--- config.mk ---
export PLATFORM = sky130hd
export DESIGN_NAME = zone_map_page_pruner_core
export DESIGN_NICKNAME = d
export VERILOG_FILES = /design/src/design/zmpp_pkg.sv /design/src/design/zmpp_classify.sv /design/src/design/zmpp_queue.sv /design/src/design/zmpp_build.sv /design/src/design/zone_map_page_pruner_core.sv
export SDC_FILE = /design/constraint.sdc
export NUM_CORES = 1
export LEC_CHECK = 0
export BUFFER_PORTS_ARGS = -buffer_cell sky130_fd_sc_hd__buf_2
export CORE_ASPECT_RATIO = 0.9
export CORE_MARGIN = 1.5
export CORE_UTILIZATION = 40
export CTS_CLUSTER_SIZE = 16
export DETAILED_ROUTE_END_ITERATION = 6
export GPL_TIMING_DRIVEN = 0
export HOLD_SLACK_MARGIN = 0.03
export REMOVE_ABC_BUFFERS = 1
export SLEW_MARGIN = 10
export SYNTH_ARGS = -nofsm -noshare
export SYNTH_HDL_FRONTEND = slang
export SYNTH_SLANG_ARGS = --single-unit
--- constraint.sdc ---
create_clock -name i_clk -period 5 [get_ports i_clk]
set_clock_uncertainty 0.15 [all_clocks]
set_input_delay 0.5 -clock i_clk [delete_from_list [all_inputs] [get_ports i_clk]]
set_output_delay 0.5 -clock i_clk [all_outputs]
set_load 0.01 [all_outputs]
--- src/design/zmpp_pkg.sv ---
// ----------------------------------------------------------------------------
// Zone map page pruner package
// Shared types, constants and helpers for the page pruner.
// ----------------------------------------------------------------------------
package zmpp_pkg;

    localparam int ROW_INDEX_BITS = 40;
    localparam int OUT_ROW_BITS   = 40;
    localparam int CFG_IDX_BITS   = 3;
    localparam int QUEUE_DEPTH    = 2;
    localparam int QUEUE_PTR_BITS = 1;

    localparam logic [ROW_INDEX_BITS-1:0] ROW_MAX = {ROW_INDEX_BITS{1'b1}};

    localparam logic [CFG_IDX_BITS-1:0] CFG_FILTER_ENABLED = 3'd0;
    localparam logic [CFG_IDX_BITS-1:0] CFG_COLUMN_TYPE    = 3'd1;
    localparam logic [CFG_IDX_BITS-1:0] CFG_LOW_ENABLED    = 3'd2;
    localparam logic [CFG_IDX_BITS-1:0] CFG_HIGH_ENABLED   = 3'd3;
    localparam logic [CFG_IDX_BITS-1:0] CFG_LOW_BOUND      = 3'd4;
    localparam logic [CFG_IDX_BITS-1:0] CFG_HIGH_BOUND     = 3'd5;

    localparam logic [1:0] COL_INT32  = 2'd0;
    localparam logic [1:0] COL_INT64  = 2'd1;
    localparam logic [1:0] COL_DOUBLE = 2'd2;
    localparam logic [1:0] COL_OTHER  = 2'd3;

    typedef struct packed {
        logic [15:0] page_rows;
        logic        stats_present;
        logic [63:0] page_min;
        logic [63:0] page_max;
        logic        final_page;
    } t_page_req;

    typedef struct packed {
        logic [OUT_ROW_BITS-1:0] span_first;
        logic [OUT_ROW_BITS-1:0] span_after;
        logic                    last_range;
        logic                    no_range;
    } t_range_req;

    typedef struct packed {
        logic        filter_enabled;
        logic [1:0]  column_type;
        logic        low_enabled;
        logic        high_enabled;
        logic [63:0] low_bound;
        logic [63:0] high_bound;
    } t_cfg;

    typedef struct packed {
        logic [15:0] page_rows;
        logic        survives;
        logic        final_page;
    } t_class_req;

    function automatic logic [OUT_ROW_BITS-1:0] to_out(input logic [ROW_INDEX_BITS-1:0] v);
        logic [63:0] w;
        w = 64'(v);
        return w[OUT_ROW_BITS-1:0];
    endfunction

endpackage

--- src/design/zmpp_classify.sv ---
// ----------------------------------------------------------------------------
// Page classifier
// Registers each page's row count and final flag with its survival verdict.
// ----------------------------------------------------------------------------
module zmpp_classify (
    input  logic                  i_clk,
    input  logic                  i_rst_n,
    input  zmpp_pkg::t_cfg        i_cfg,
    input  logic                  i_valid,
    output logic                  o_stall,
    input  zmpp_pkg::t_page_req   i_page,
    output logic                  o_valid,
    input  logic                  i_stall,
    output zmpp_pkg::t_class_req  o_req
);

    logic                 r_valid;
    zmpp_pkg::t_class_req r_req;
    logic                 w_surv;
    logic                 w_low_fail;
    logic                 w_high_fail;

    function automatic logic key_lt(input logic [63:0] a, input logic [63:0] b,
                                    input logic [1:0] ct);
        logic [63:0] ka;
        logic [63:0] kb;
        logic        an;
        logic        bn;
        logic        az;
        logic        r;
        ka = a;
        kb = b;
        r  = 1'b0;
        case (ct)
            zmpp_pkg::COL_INT32: begin
                ka = {32'd0, a[31] ^ 1'b1, a[30:0]};
                kb = {32'd0, b[31] ^ 1'b1, b[30:0]};
                r  = ka < kb;
            end
            zmpp_pkg::COL_INT64: begin
                ka = {a[63] ^ 1'b1, a[62:0]};
                kb = {b[63] ^ 1'b1, b[62:0]};
                r  = ka < kb;
            end
            zmpp_pkg::COL_DOUBLE: begin
                an = (a[62:52] == 11'h7ff) && (a[51:0] != 52'd0);
                bn = (b[62:52] == 11'h7ff) && (b[51:0] != 52'd0);
                az = (a[62:0] == 63'd0) && (b[62:0] == 63'd0);
                if (an || bn || az) begin
                    r = 1'b0;
                end else if (a[63] != b[63]) begin
                    r = a[63];
                end else if (a[63]) begin
                    r = a[62:0] > b[62:0];
                end else begin
                    r = a[62:0] < b[62:0];
                end
            end
            default: r = 1'b0;
        endcase
        return r;
    endfunction

    assign w_low_fail  = i_cfg.low_enabled &&
                         key_lt(i_page.page_max, i_cfg.low_bound, i_cfg.column_type);
    assign w_high_fail = i_cfg.high_enabled &&
                         key_lt(i_cfg.high_bound, i_page.page_min, i_cfg.column_type);
    assign w_surv = !i_cfg.filter_enabled || (i_cfg.column_type == zmpp_pkg::COL_OTHER) ||
                    (i_page.stats_present && !w_low_fail && !w_high_fail);

    assign o_stall = r_valid && i_stall;
    assign o_valid = r_valid;
    assign o_req   = r_req;

    always_ff @(posedge i_clk) begin
        if (!i_rst_n) begin
            r_valid <= 1'b0;
        end else if (!o_stall) begin
            r_valid <= i_valid;
        end
        if (!o_stall && i_valid) begin
            r_req.page_rows  <= i_page.page_rows;
            r_req.survives   <= w_surv;
            r_req.final_page <= i_page.final_page;
        end
    end

endmodule

--- src/design/zmpp_queue.sv ---
// ----------------------------------------------------------------------------
// Classified page queue
// Two-entry queue between the classifier and the range builder.
// ----------------------------------------------------------------------------
module zmpp_queue (
    input  logic                  i_clk,
    input  logic                  i_rst_n,
    input  logic                  i_valid,
    output logic                  o_stall,
    input  zmpp_pkg::t_class_req  i_req,
    output logic                  o_valid,
    input  logic                  i_stall,
    output zmpp_pkg::t_class_req  o_req
);

    zmpp_pkg::t_class_req r_mem [zmpp_pkg::QUEUE_DEPTH];
    logic [zmpp_pkg::QUEUE_PTR_BITS-1:0] r_wr;
    logic [zmpp_pkg::QUEUE_PTR_BITS-1:0] r_rd;
    logic [zmpp_pkg::QUEUE_PTR_BITS:0]   r_cnt;
    logic w_push;
    logic w_pop;

    assign o_stall = (r_cnt == 2'(zmpp_pkg::QUEUE_DEPTH));
    assign o_valid = (r_cnt != '0);
    assign o_req   = r_mem[r_rd];
    assign w_push  = i_valid && !o_stall;
    assign w_pop   = o_valid && !i_stall;

    always_ff @(posedge i_clk) begin
        if (!i_rst_n) begin
            r_wr  <= '0;
            r_rd  <= '0;
            r_cnt <= '0;
        end else begin
            if (w_push) r_wr <= r_wr + 1'b1;
            if (w_pop)  r_rd <= r_rd + 1'b1;
            r_cnt <= r_cnt + 2'(w_push) - 2'(w_pop);
        end
        if (w_push) begin
            r_mem[r_wr] <= i_req;
        end
    end

endmodule

--- src/design/zmpp_build.sv ---
// ----------------------------------------------------------------------------
// Range builder
// Advances the row cursor, merges surviving pages and emits row ranges.
// ----------------------------------------------------------------------------
module zmpp_build (
    input  logic                  i_clk,
    input  logic                  i_rst_n,
    input  logic                  i_valid,
    output logic                  o_stall,
    input  zmpp_pkg::t_class_req  i_req,
    output logic                  o_valid,
    input  logic                  i_stall,
    output zmpp_pkg::t_range_req  o_range
);

    logic [zmpp_pkg::ROW_INDEX_BITS-1:0] r_cursor;
    logic [zmpp_pkg::ROW_INDEX_BITS-1:0] r_run_start;
    logic                                r_run_open;
    logic                                r_valid;
    zmpp_pkg::t_range_req                r_range;

    logic [zmpp_pkg::ROW_INDEX_BITS:0]   w_sum;
    logic [zmpp_pkg::ROW_INDEX_BITS-1:0] w_end;
    logic                                w_take;
    logic                                w_open;
    logic [zmpp_pkg::ROW_INDEX_BITS-1:0] w_rs;
    logic                                w_emit;
    zmpp_pkg::t_range_req                w_out;

    assign o_stall = r_valid && i_stall;
    assign o_valid = r_valid;
    assign o_range = r_range;
    assign w_take  = i_valid && !o_stall;

    always_comb begin
        w_sum  = {1'b0, r_cursor} + (zmpp_pkg::ROW_INDEX_BITS+1)'(i_req.page_rows);
        w_end  = w_sum[zmpp_pkg::ROW_INDEX_BITS] ? zmpp_pkg::ROW_MAX
                                                 : w_sum[zmpp_pkg::ROW_INDEX_BITS-1:0];
        w_open = r_run_open;
        w_rs   = r_run_start;
        w_emit = 1'b0;
        w_out  = '0;
        if (w_end != r_cursor) begin
            if (i_req.survives) begin
                if (!r_run_open) begin
                    w_open = 1'b1;
                    w_rs   = r_cursor;
                end
            end else if (r_run_open) begin
                w_emit = 1'b1;
                w_open = 1'b0;
                w_out.span_first = zmpp_pkg::to_out(r_run_start);
                w_out.span_after = zmpp_pkg::to_out(r_cursor);
                w_out.last_range = i_req.final_page;
            end
        end
        if (i_req.final_page) begin
            if (w_open) begin
                w_emit = 1'b1;
                w_out.span_first = zmpp_pkg::to_out(w_rs);
                w_out.span_after = zmpp_pkg::to_out(w_end);
                w_out.last_range = 1'b1;
                w_out.no_range   = 1'b0;
            end else if (!w_emit) begin
                w_emit = 1'b1;
                w_out.last_range = 1'b1;
                w_out.no_range   = 1'b1;
            end
        end
    end

    always_ff @(posedge i_clk) begin
        if (!i_rst_n) begin
            r_valid     <= 1'b0;
            r_cursor    <= '0;
            r_run_open  <= 1'b0;
            r_run_start <= '0;
        end else if (!o_stall) begin
            r_valid <= w_take && w_emit;
            if (w_take) begin
                r_cursor    <= i_req.final_page ? '0 : w_end;
                r_run_open  <= i_req.final_page ? 1'b0 : w_open;
                r_run_start <= i_req.final_page ? '0 : w_rs;
            end
        end
        if (w_take && !o_stall) begin
            r_range <= w_out;
        end
    end

endmodule

--- src/design/zone_map_page_pruner_core.sv ---
// ----------------------------------------------------------------------------
// Zone map page pruner core
// Prunes column pages against min/max bounds and merges survivors into ranges.
// ----------------------------------------------------------------------------
// Usage: one page descriptor is a request on i_page_valid/o_page_stall; a row
// range request leaves on o_range_valid/i_range_stall. Configuration is
// written over i_cfg_valid/o_cfg_ready (always ready); the user must write it
// only while the block idles, which the block does not enforce. Throughput:
// one page per cycle unless the output stalls, set by the cursor add and
// merge step in the range builder. An accepted page passes the classifier
// register, the queue and the output register. A page causes zero or one
// range. Reset clears the cursor, the open run, the queue and all configuration
// registers. A stalled output holds its request; the builder then halts, the
// two-entry queue fills and the classifier stalls the input in turn.
// ----------------------------------------------------------------------------
module zone_map_page_pruner_core (
    input  logic                                i_clk,
    input  logic                                i_rst_n,
    input  logic                                i_cfg_valid,
    output logic                                o_cfg_ready,
    input  logic [zmpp_pkg::CFG_IDX_BITS-1:0]   i_cfg_index,
    input  logic [63:0]                         i_cfg_data,
    input  logic                                i_page_valid,
    output logic                                o_page_stall,
    input  zmpp_pkg::t_page_req                 i_page,
    output logic                                o_range_valid,
    input  logic                                i_range_stall,
    output zmpp_pkg::t_range_req                o_range
);

    zmpp_pkg::t_cfg       r_cfg;
    logic                 w_c_valid;
    logic                 w_c_stall;
    zmpp_pkg::t_class_req w_c_req;
    logic                 w_q_valid;
    logic                 w_q_stall;
    zmpp_pkg::t_class_req w_q_req;

    assign o_cfg_ready = 1'b1;

    always_ff @(posedge i_clk) begin
        if (!i_rst_n) begin
            r_cfg <= '0;
        end else if (i_cfg_valid) begin
            case (i_cfg_index)
                zmpp_pkg::CFG_FILTER_ENABLED: r_cfg.filter_enabled <= i_cfg_data[0];
                zmpp_pkg::CFG_COLUMN_TYPE:    r_cfg.column_type    <= i_cfg_data[1:0];
                zmpp_pkg::CFG_LOW_ENABLED:    r_cfg.low_enabled    <= i_cfg_data[0];
                zmpp_pkg::CFG_HIGH_ENABLED:   r_cfg.high_enabled   <= i_cfg_data[0];
                zmpp_pkg::CFG_LOW_BOUND:      r_cfg.low_bound      <= i_cfg_data;
                zmpp_pkg::CFG_HIGH_BOUND:     r_cfg.high_bound     <= i_cfg_data;
                default: ;
            endcase
        end
    end

    zmpp_classify u_classify (
        .i_clk   (i_clk),
        .i_rst_n (i_rst_n),
        .i_cfg   (r_cfg),
        .i_valid (i_page_valid),
        .o_stall (o_page_stall),
        .i_page  (i_page),
        .o_valid (w_c_valid),
        .i_stall (w_c_stall),
        .o_req   (w_c_req)
    );

    zmpp_queue u_queue (
        .i_clk   (i_clk),
        .i_rst_n (i_rst_n),
        .i_valid (w_c_valid),
        .o_stall (w_c_stall),
        .i_req   (w_c_req),
        .o_valid (w_q_valid),
        .i_stall (w_q_stall),
        .o_req   (w_q_req)
    );

    zmpp_build u_build (
        .i_clk   (i_clk),
        .i_rst_n (i_rst_n),
        .i_valid (w_q_valid),
        .o_stall (w_q_stall),
        .i_req   (w_q_req),
        .o_valid (o_range_valid),
        .i_stall (i_range_stall),
        .o_range (o_range)
    );

endmodule

==> results.tsv, run 1 <==
stage	metric	value	unit
routing	vias post-DR	17850	
timing	Max Fclk	204	MHz
placement	IO Port Bufs	301	
synth	Main synth FF type	dfxtp_1	
floorplanning	starting density of the core	0.407	
routing	DRC Markers	0	
layout	Seq. cell area	8510	um2
synth	count of cell types in the netlist	83	
clock_network	Clock transition at path regs	0.07	ns
critical_path	Critical Path AT	5.11	ns
layout	FILL cells	4703	
timing	final setup fails	0	
timing	fin crit period	4.91	ns
power_and_ir_drop	Pwr Total	9.92	mW
critical_path	CP Max Fanout	12	
layout	Nets	2830	
timing	Slew Limit Fails	0	
critical_path	R2R Setup Slk	0.09	ns
timing	worst setup margin	0.0915	ns
synth	cell with the most instances after synthesis	nand2_1	
clock_network	clock tree buffer depth	3	
floorplanning	die area	51600	um2
placement	Post-Place Cells	3039	
power_and_ir_drop	worst vdd ir	0.226	mV
synth	Yosys warning count	0	
synth	top cells by count, synth	nand2_1, dfxtp_1, inv_1	
synth	Syn Std Cell Area	20100	um2
global_routing	initial antenna violation count	16	
clock_network	Root Driver	clkbuf_16	
timing	Worst-Margin Slew	1.07	ns
timing	worst hold slack	0.0538	ns
clock_network	Worst-Skew Late Latency	0.57	ns
layout	post-route cell area	24400	um2
routing	final wirelength	64.0	mm
global_routing	Global Route Usage Sum	0.244	
synth	Synth area leader	dfxtp_1	
power_and_ir_drop	LEAKAGE	9.91	nW
critical_path	RR Endpoint	u_build.o_range[25]$_DFFE_PP_	
run	max-capacitance violation count	0	
global_routing	first-pass GRT wire length	98.6	mm
placement	Placed Area	22300	um2
run_status	status	complete, no violations	
hold_path	Hold Crit Endpoint	r_cfg[60]$_SDFFE_PN0P_	
routing	vias per cell	5.63	
floorplanning	Chip Height	216	um
synth	main area contributors after synthesis	dfxtp_1, edfxtp_1, ha_1, nand2_1, a21boi_0	
critical_path	r2r worst-path depth	16	
synth	EDFF count, synth	136	
layout	final non-filler cell total	3173	
global_routing	total grt overflow	0	
clock_network	TritonCTS clock tree	yes	
floorplanning	io pins	303	
placement	Place WS	-2.03	ns
synth	Post-synth ARST share	0	
timing	max_slew headroom	0.280	
hold_path	HP Start	i_cfg_data[60]	
critical_path	crit path capture type	flip-flop	
layout	final core occ	0.494	
placement	hpwl dp	46.2	mm
floorplanning	Die Width	239	um
hold_path	Hold Crit Class	input pin to flip-flop	
synth	top-area cell type share of the netlist area	0.220	
clock_network	clk sinks	357	
clock_network	CTS H-Tree Depth	2	
routing	WL per Instance	20.2	um
timing	fin crit share	0.982	
power_and_ir_drop	pwr dens	407	nW/um2
critical_path	Critical Path RT	5.20	ns
routing	Pre-Repair DR Iteration Count	6	
global_routing	largest net degree at the start of global routing	117	
hold_path	Hold Path Stages	3	
global_routing	vias in the first global route	17214	
synth	syn_area_per_cell	9.21	um2
timing	setup TNS	0	ns
layout	multi-input combinational cell area	10700	um2
critical_path	critical path class	flip-flop to flip-flop	
synth	Synth Register Bits	357	
floorplanning	row cnt	77	
routing	drt first-iter violations	1345	
critical_path	CP Launch Type	flip-flop	
synth	cells after synthesis	2184	
floorplanning	Core ar.	49400	um2
synth	share of the yosys chip area belonging to registers	0.423	
placement	gpl congestion	0.906	
clock_network	CTS buffer count	39	
layout	share of cells above drive strength 1	0.197	
timing	final hold violation count	0	
layout	P&R area growth vs syn	21.3	%
routing	post-route ant nets	0	
==> routing by layer <==
metal | up-vias | routed length [um] | global-route usage
met5 | - | 105 | 0
met4 | 16 | 2060 | 0.0816
met3 | 120 | 4370 | 0.0452
met2 | 624 | 30200 | 0.410
met1 | 8471 | 27300 | 0.314
li1 | 8619 | - | -
==> area by class of cell <==
class	instances	area share
Clock inverter	24	0.0142
Sequential cell	357	0.349
Clock buffer	47	0.0438
Antenna cell	9	0.000923
Tap cell	671	0.0344
Timing Repair Buffer	364	0.0944
Inverter	153	0.0237
Multi-Input combinational cell	1548	0.440
==> flip-flops by register name, indices dropped and copies added, names as in the netlist, named ones only <==
register	cells
r_cfg	133
u_build.o_range	82
u_build.r_cursor	40
u_build.r_run_start	40
u_queue.r_mem	36
u_classify.o_req	18
u_queue.r_cnt	2
u_build.o_valid	1
u_build.r_run_open	1
u_classify.o_valid	1
u_queue.r_rd	1
u_queue.r_wr	1
==> worst max-delay path, stage by stage (launching register included) <==
cell       delay (ns)
dfxtp_4          0.41
buf_4            0.14
mux2_2           0.36
ha_2             0.43
nand2_1          0.14
o211a_1          0.27
o31a_2           0.52
a21oi_4          0.30
mux2i_1          0.24
o221ai_1         0.18
nor4_4           0.30
buf_4            0.19
buf_4            0.12
nand3_4          0.13
mux2i_4          0.25
buf_12           0.21
o2111ai_1        0.34
==> cell usage in the layout (no fill, tap or decap), types with 53 or more instances in the layout <==
cell type	netlist	routed
a21boi_0	140	140
a21o_1	71	70
a21oi_1	83	81
a22o_1	97	97
buf_2	22	301
dfxtp_1	221	219
edfxtp_1	136	136
ha_1	148	146
inv_1	151	151
nand2_1	345	344
nand4_1	85	85
nor2_1	65	62
nor4_1	76	76
o21ai_0	54	53
==> worst max-delay path by stage <==
stage                                               end  slack [ns]  cells after the start                         from
after floorplan             u_queue.r_cnt[1]$_SDFF_PN0_       -1.40                      7  u_queue.r_cnt[1]$_SDFF_PN0_
after global placement      u_queue.r_cnt[1]$_SDFF_PN0_       -4.60                      7  u_queue.r_cnt[1]$_SDFF_PN0_
after detailed placement  u_build.o_range[24]$_DFFE_PP_       -2.03                     12                    flip-flop
after CTS                 u_build.o_range[58]$_DFFE_PP_        0.03                     14                    flip-flop
after global routing      u_build.o_range[25]$_DFFE_PP_      -0.002                     17                    flip-flop
final                     u_build.o_range[25]$_DFFE_PP_        0.09                     16                    flip-flop
==> repair_timing <==
item	in CTS	in global routing
gates resized for setup	17	15
setup buffers	24	5
endpoints found under the hold margin	17	0
setup endpoints to repair	127	104
hold buffers	17	0
pin swaps	8	3
gates cloned	8	0
==> where the power goes <==
part           internal, mW  switching (mW)  leakage (nW)
logic                  1.13            1.81          6.14
registers              3.52           0.240          3.10
clock network          1.95            1.26         0.684
==> cells by family (layout without fill, tap and decap cells) <==
logic type	count (synthesis)	after routing	share of synthesized area
other cells	1	10	0.000187
simple gates	746	747	0.181
mux	27	28	0.0157
fa+ha+maj	149	149	0.0931
buf+inv	287	588	0.0589
flops	357	357	0.423
compound gates	593	599	0.217
xor+xnor	24	24	0.0112
Note: power is estimated with default switching activity, not from simulation.
==> inputs of run 2 (changes only) <==
CORE_UTILIZATION = 58   (was 40)
PLACE_DENSITY = 0.81   (was unset)
clock period = 5.3 ns   (was 5 ns; I/O delays follow)
==> run 2 against run 1 <==
Effect of this change:
- the flow now finishes with violations (DRC)
- non-clock buffer count down 11
- via count up 2.9%
- sequential power down 5.3%
- flip-flop and latch count unchanged
- register-to-register slack better by 0.04 ns
- maximum frequency down 5.0%
- wire length down 4.1%
- setup slack better by 0.040 ns
- final area down 2.7%
- critical path type unchanged
==> results.tsv, run 2 (synthesis gave the netlist of run 1 again) <==
stage	metric	value	unit	change
routing	post-route ant nets	0		unchanged
timing	final setup fails	0		unchanged
layout	Biggest register	r_cfg		
layout	most common cell after layout, fill and taps aside	nand2_1		
power_and_ir_drop	Logic pwr share	0.302		+0.005
hold_path	Hold Crit Class	input pin to flip-flop		
hold_path	Hold Path Stages	1		-2
global_routing	Global Route Usage Sum	0.330		+0.0864
timing	Max Fclk	193	MHz	-5.0%
routing	Pre-Repair DR Iteration Count	7		+1
global_routing	total grt overflow	0		unchanged
run_status	status	complete, but fails checks		
layout	share of cells above drive strength 1	0.191		-0.00628
timing	worst hold slack	0.0424	ns	-0.0114 ns
routing	final wirelength	61.4	mm	-4.1%
layout	FILL cells	2657		-44%
placement	gpl congestion	0.955		+5.4%
routing	DRC Markers	1		+1
clock_network	clock tree buffer depth	3		unchanged
global_routing	vias in the first global route	17323		+0.63%
critical_path	Critical Path RT	5.44	ns	+0.24 ns
layout	commonest non-fill, non-tap cells in the layout	nand2_1, buf_2, dfxtp_1, inv_1, ha_1		
timing	fin crit share	0.975		-0.00655
layout	max reg flops	133		unchanged
floorplanning	io pins	303		unchanged
power_and_ir_drop	LEAKAGE	9.76	nW	-1.5%
clock_network	CTS buffer count	39		unchanged
routing	drt first-iter violations	1761		+31%
timing	worst setup margin	0.132	ns	+0.0402 ns
clock_network	Clock transition at path regs	0.06	ns	about the same
floorplanning	die area	35800	um2	-31%
power_and_ir_drop	sw frac	0.345		+0.0106
power_and_ir_drop	worst vdd ir	0.245	mV	+8.6%
floorplanning	starting density of the core	0.591		+0.184
critical_path	CP Max Fanout	21		+9
placement	IO Port Bufs	301		unchanged
critical_path	CP Launch Type	flip-flop		
global_routing	first-pass GRT wire length	93.1	mm	-5.5%
placement	hpwl dp	43.6	mm	-5.6%
routing	WL per Instance	20.8	um	+2.9%
critical_path	critical path class	flip-flop to flip-flop		
clock_network	CTS H-Tree Depth	2		unchanged
clock_network	Root Driver	clkbuf_16		
layout	Nets	2822		-0.28%
power_and_ir_drop	pwr dens	379	nW/um2	-6.9%
routing	vias post-DR	18367		+2.9%
routing	vias per cell	6.21		+10%
power_and_ir_drop	Clk pwr share	0.301		-0.023
timing	max_slew headroom	0.159		-0.121
floorplanning	Chip Height	180	um	-17%
timing	Slew Limit Fails	0		unchanged
power_and_ir_drop	Seq pwr share	0.397		+0.017
run	max-capacitance violation count	0		unchanged
critical_path	r2r worst-path depth	14		-2
clock_network	Worst-Skew Late Latency	0.56	ns	about the same
layout	P&R area growth vs syn	18.1	%	
critical_path	Critical Path AT	5.31	ns	+0.20 ns
placement	Place WS	-1.65	ns	+0.386 ns
floorplanning	Core ar.	34000	um2	-31%
run_status	failing checks	DRC		
clock_network	clk sinks	357		unchanged
global_routing	largest net degree at the start of global routing	122		+4.3%
timing	final hold violation count	0		unchanged
floorplanning	row cnt	64		-17%
power_and_ir_drop	Cell Int Power	5.89	mW	-11%
clock_network	TritonCTS clock tree	yes		
timing	fin crit period	5.17	ns	+0.260 ns
timing	Worst-Margin Slew	1.26	ns	+0.187 ns
global_routing	initial antenna violation count	19		+3
critical_path	crit path capture type	flip-flop		
floorplanning	Die Width	199	um	-17%
power_and_ir_drop	sw power	3.10	mW	-6.5%
run 2: cell types whose count changed in the layout (fill, tap and decap cells not counted), sizes merged:
cell,previous run,this run
diode,9,8
buf,347,341
clkinv,13,16
and2,11,14
clkbuf,47,48
a21oi,87,86
clkinvlp,3,2
inv,153,156
bufinv,8,3
dlygate4sd3,17,12
a21o,73,72
and3,24,26
run 2: per-stage QoR:
step                TNS, ns  power (mW)   util  std cells  instance area, um2
finish                    0        8.99  0.698       2956               23700
global route        -0.0985        9.40  0.698       2954               23700
CTS                       0        8.86  0.692       2930               23500
detailed placement  -147.17        6.07  0.644       2826               21900
global placement    -586.58        5.95  0.634       2813               21600
floorplan            -99.56        5.06      -       2050               19500
run 2: layout make-up:
| type | count | area [um2] | share of cell area |
|---|---|---|---|
| Multi-Input combinational cell | 1551 | 10700 | 0.450 |
| Timing Repair Buffer | 353 | 2100 | 0.0885 |
| Clock buffer | 48 | 1030 | 0.0434 |
| Inverter | 153 | 579 | 0.0244 |
| Clock inverter | 24 | 243 | 0.0102 |
| Tap cell | 462 | 578 | 0.0243 |
| Sequential cell | 357 | 8510 | 0.358 |
| Antenna cell | 8 | 20.0 | 0.000843 |
run 2: power by group through the flow:
stage | logic [mW] | registers [mW] | clock network, mW
floorplan | 1.35 | 3.72 | 0
global placement | 2.32 | 3.63 | 0
detailed placement | 2.45 | 3.62 | 0
CTS | 2.56 | 3.57 | 2.73
global route | 2.94 | 3.62 | 2.83
finish | 2.71 | 3.57 | 2.71
run 2: path summary, 6_finish.rpt:
path	start	to	slack, ns
max	flip-flop	u_build.o_range[43]$_DFFE_PP_	0.13
min reg2reg	u_classify.o_req[1]$_DFFE_PP_	u_queue.r_mem[1][1]$_DFFE_PP_	0.28
max reg2reg	flip-flop	u_build.o_range[43]$_DFFE_PP_	0.13
min	i_page[142]	u_classify.o_req[14]$_DFFE_PP_	0.04
run 2: worst max-delay path, stage by stage (launching register included):
cell       delay [ns]
dfxtp_4          0.48
mux2_2           0.42
ha_1             0.25
fa_1             0.45
a211oi_2         0.27
o211ai_1         0.27
a2111oi_0        0.61
nor3_1           0.19
a211o_1          0.25
nand2_1          0.09
o31a_1           0.43
and3_4           0.39
o21ai_4          0.18
buf_16           0.24
a22o_1           0.20
run 2: timing repair:
action                     4_1_cts  5_1_grt
hold endpoints to repair        12        0
gates cloned                     5        6
pin swaps                        4        6
gates resized for setup         11        9
hold buffers                    12        0
setup buffers                   15       12
setup endpoints to repair      124      120
run 2: layer usage:
layer  GRT usage  part of all wire  up-vias
met4       0.138             0.044       20
met1       0.429              0.40     8562
met2       0.529              0.46      979
met5           0            0.0023        -
li1            -                 -     8601
met3      0.0739             0.096      205
==> inputs of run 3 (changes only) <==
CELL_PAD_IN_SITES_DETAIL_PLACEMENT = 1   (was unset)
CELL_PAD_IN_SITES_GLOBAL_PLACEMENT = 1   (was unset)
CORE_UTILIZATION = 44   (was 58)
PLACE_DENSITY = unset   (was 0.81)
PLACE_DENSITY_LB_ADDON = 0.1   (was unset)
==> run 3 against run 2 <==
Effect of this change:
- the run now ends clean
- sequential power is essentially flat
- die area rose by 31%
- utilization shrank 17 points
- clock power is 7.7% higher
- final area up 1.4%
- setup slack better by 0.10 ns
- power is 1.9% higher
- worst hold slack improved by 0.038 ns
- sequential share of layout area down 0.48 points
- register-to-register slack gained 0.10 ns
- first-iteration DRC count down 37%
- critical endpoint is now u_build.o_range[54]$_DFFE_PP_
- largest cell class unchanged
==> results.tsv, run 3 (synthesis gave the netlist of run 1 again) <==
stage	metric	value	unit	change
timing	final setup fails	0		unchanged
power_and_ir_drop	pwr dens	381	nW/um2	+0.57%
routing	Pre-Repair DR Iteration Count	5		-2
global_routing	largest net degree at the start of global routing	103		-16%
routing	WL per Instance	22.4	um	+7.7%
hold_path	Hold Crit Class	input pin to flip-flop		
layout	P&R area growth vs syn	19.7	%	
timing	Slew Limit Fails	0		unchanged
routing	DRC Markers	0		-1
power_and_ir_drop	Pwr Total	9.16	mW	+1.9%
layout	share of cells above drive strength 1	0.191		+0.000249
timing	fin crit share	0.956		-0.0189
placement	gpl congestion	0.901		-5.7%
routing	final wirelength	69.4	mm	+13%
clock_network	TritonCTS clock tree	yes		
layout	FILL cells	5195		+96%
timing	Max Fclk	197	MHz	+2.0%
floorplanning	Core ar.	45300	um2	+33%
placement	hpwl dp	50.4	mm	+15%
timing	RSZ-0062 raised after global routing	no		
floorplanning	Chip Height	206	um	+15%
layout	multi-input combinational cell area	10600	um2	-0.45%
global_routing	initial antenna violation count	19		unchanged
global_routing	Global Route Usage Sum	0.290		-0.0406
clock_network	CTS H-Tree Depth	2		unchanged
routing	post-route ant nets	0		unchanged
global_routing	total grt overflow	0		unchanged
run_status	status	complete, no violations		
floorplanning	Die Width	228	um	+15%
floorplanning	die area	47000	um2	+31%
power_and_ir_drop	LEAKAGE	9.80	nW	+0.39%
layout	Nets	2824		+0.071%
placement	IO Port Bufs	301		unchanged
floorplanning	row cnt	74		+16%
clock_network	clk sinks	357		unchanged
global_routing	first-pass GRT wire length	106	mm	+14%
clock_network	Worst-Skew Late Latency	0.57	ns	about the same
layout	Biggest register	r_cfg		
critical_path	CP Launch Type	flip-flop		
critical_path	CP Max Fanout	20		-4.8%
layout	max reg flops	133		unchanged
timing	final hold violation count	0		unchanged
clock_network	clock tree buffer depth	3		unchanged
timing	fin crit period	5.07	ns	-0.0999 ns
floorplanning	starting density of the core	0.444		-0.147
placement	Place WS	-2.21	ns	-0.566 ns
floorplanning	io pins	303		unchanged
routing	vias post-DR	18159		-1.1%
layout	most common cell after layout, fill and taps aside	nand2_1		
clock_network	Root Driver	clkbuf_16		
routing	drt first-iter violations	1105		-37%
timing	Worst-Margin Slew	1.01	ns	-0.250 ns
critical_path	crit path capture type	flip-flop		
critical_path	critical path class	flip-flop to flip-flop		
layout	Seq. cell area	8510	um2	about the same
clock_network	Clock transition at path regs	0.06	ns	about the same
layout	commonest non-fill, non-tap cells in the layout	nand2_1, buf_2, dfxtp_1, inv_1, ha_1		
clock_network	CTS buffer count	39		unchanged
timing	worst setup margin	0.232	ns	+0.0999 ns
run	max-capacitance violation count	0		unchanged
global_routing	vias in the first global route	18557		+7.1%
power_and_ir_drop	worst vdd ir	0.218	mV	-11%
timing	max_slew headroom	0.323		+0.164
critical_path	Critical Path RT	5.46	ns	+0.02 ns
critical_path	Critical Path AT	5.23	ns	-0.08 ns
routing	vias per cell	5.84		-5.9%
[run 3: changes by cell type in the layout (fill, tap and decap cells not counted), moves of 2 or more]
cell           previous run  this run
clkinvlp_4                1         6
dlygate4sd3_1            12        17
and3_4                    4         1
bufinv_16                 3         6
clkinv_2                  7         4
clkinv_4                  6         3
diode_2                   8        11
inv_6                     4         1
and2_4                    3         1
clkbuf_8                  0         2
[run 3: stage by stage]
| step | area [um2] | util | hold WS, ns | setup TNS [ns] | std cells |
|---|---|---|---|---|---|
| global route | 24100 | 0.531 | 0.0589 | 0 | 3101 |
| detailed placement | 22200 | 0.490 | 0.289 | -184.51 | 2976 |
| floorplan | 19500 | - | 0.271 | -99.56 | 2050 |
| CTS | 23900 | 0.529 | 0.0310 | 0 | 3089 |
| finish | 24100 | 0.532 | 0.0801 | 0 | 3107 |
| global placement | 21800 | 0.481 | 0.274 | -720.62 | 2959 |
[run 3: layer usage]
metal  routed length [um]  GRT usage  share of wire  vias up
met5                   91          0         0.0013        -
met1                29400      0.357           0.42     8902
met2                33400      0.502           0.48      493
met3                 4120     0.0590          0.059      150
li1                     -          -              -     8598
met4                 2390      0.105          0.034       16
[run 3: critical path, cell delays in order, from the launching register on]
cell	delay (ns)
dfxtp_4	0.38
mux2_2	0.39
ha_1	0.25
fa_1	0.45
a211oi_2	0.29
o211ai_1	0.13
buf_4	0.19
buf_4	0.13
a21oi_1	0.16
xor2_1	0.36
o22ai_1	0.17
a21o_1	0.22
nor4_4	0.27
buf_4	0.19
and3_2	0.35
o21ai_4	0.21
buf_16	0.25
a22o_1	0.23
[run 3: worst paths after layout]
kind	from	end	slack, ns	cells past startpoint
setup / recovery	flip-flop	u_build.o_range[54]$_DFFE_PP_	0.23	17
hold / removal	i_cfg_data[17]	r_cfg[17]$_SDFFE_PN0P_	0.08	3
setup reg to reg	flip-flop	u_build.o_range[54]$_DFFE_PP_	0.23	17
hold reg to reg	u_classify.o_req[14]$_DFFE_PP_	u_queue.r_mem[1][14]$_DFFE_PP_	0.29	0
[run 3: cell type report]
class,count,share of cell area
flip-flops and latches,357,0.354
diodes,11,0.00114
multi-input cells,1547,0.442
clock inverters,23,0.0125
repair buffers,359,0.0913
clock buffers,49,0.0438
inverters,153,0.0241
well taps,608,0.0316
[run 3: what timing repair did]
action,CTS,global route
buffers inserted,20,3
pin swaps,6,1
gates cloned,6,1
endpoints found under the hold margin,15,2
hold buffers,15,2
setup endpoints to repair,125,102
gates resized for setup,10,6
[run 3: report_power, final]
group | total, mW | leakage, nW | switching (mW) | internal [mW]
Combinational | 2.69 | 6.06 | 1.70 | 0.987
Sequential | 3.55 | 3.10 | 0.225 | 3.33
Clock | 2.92 | 0.644 | 1.20 | 1.72
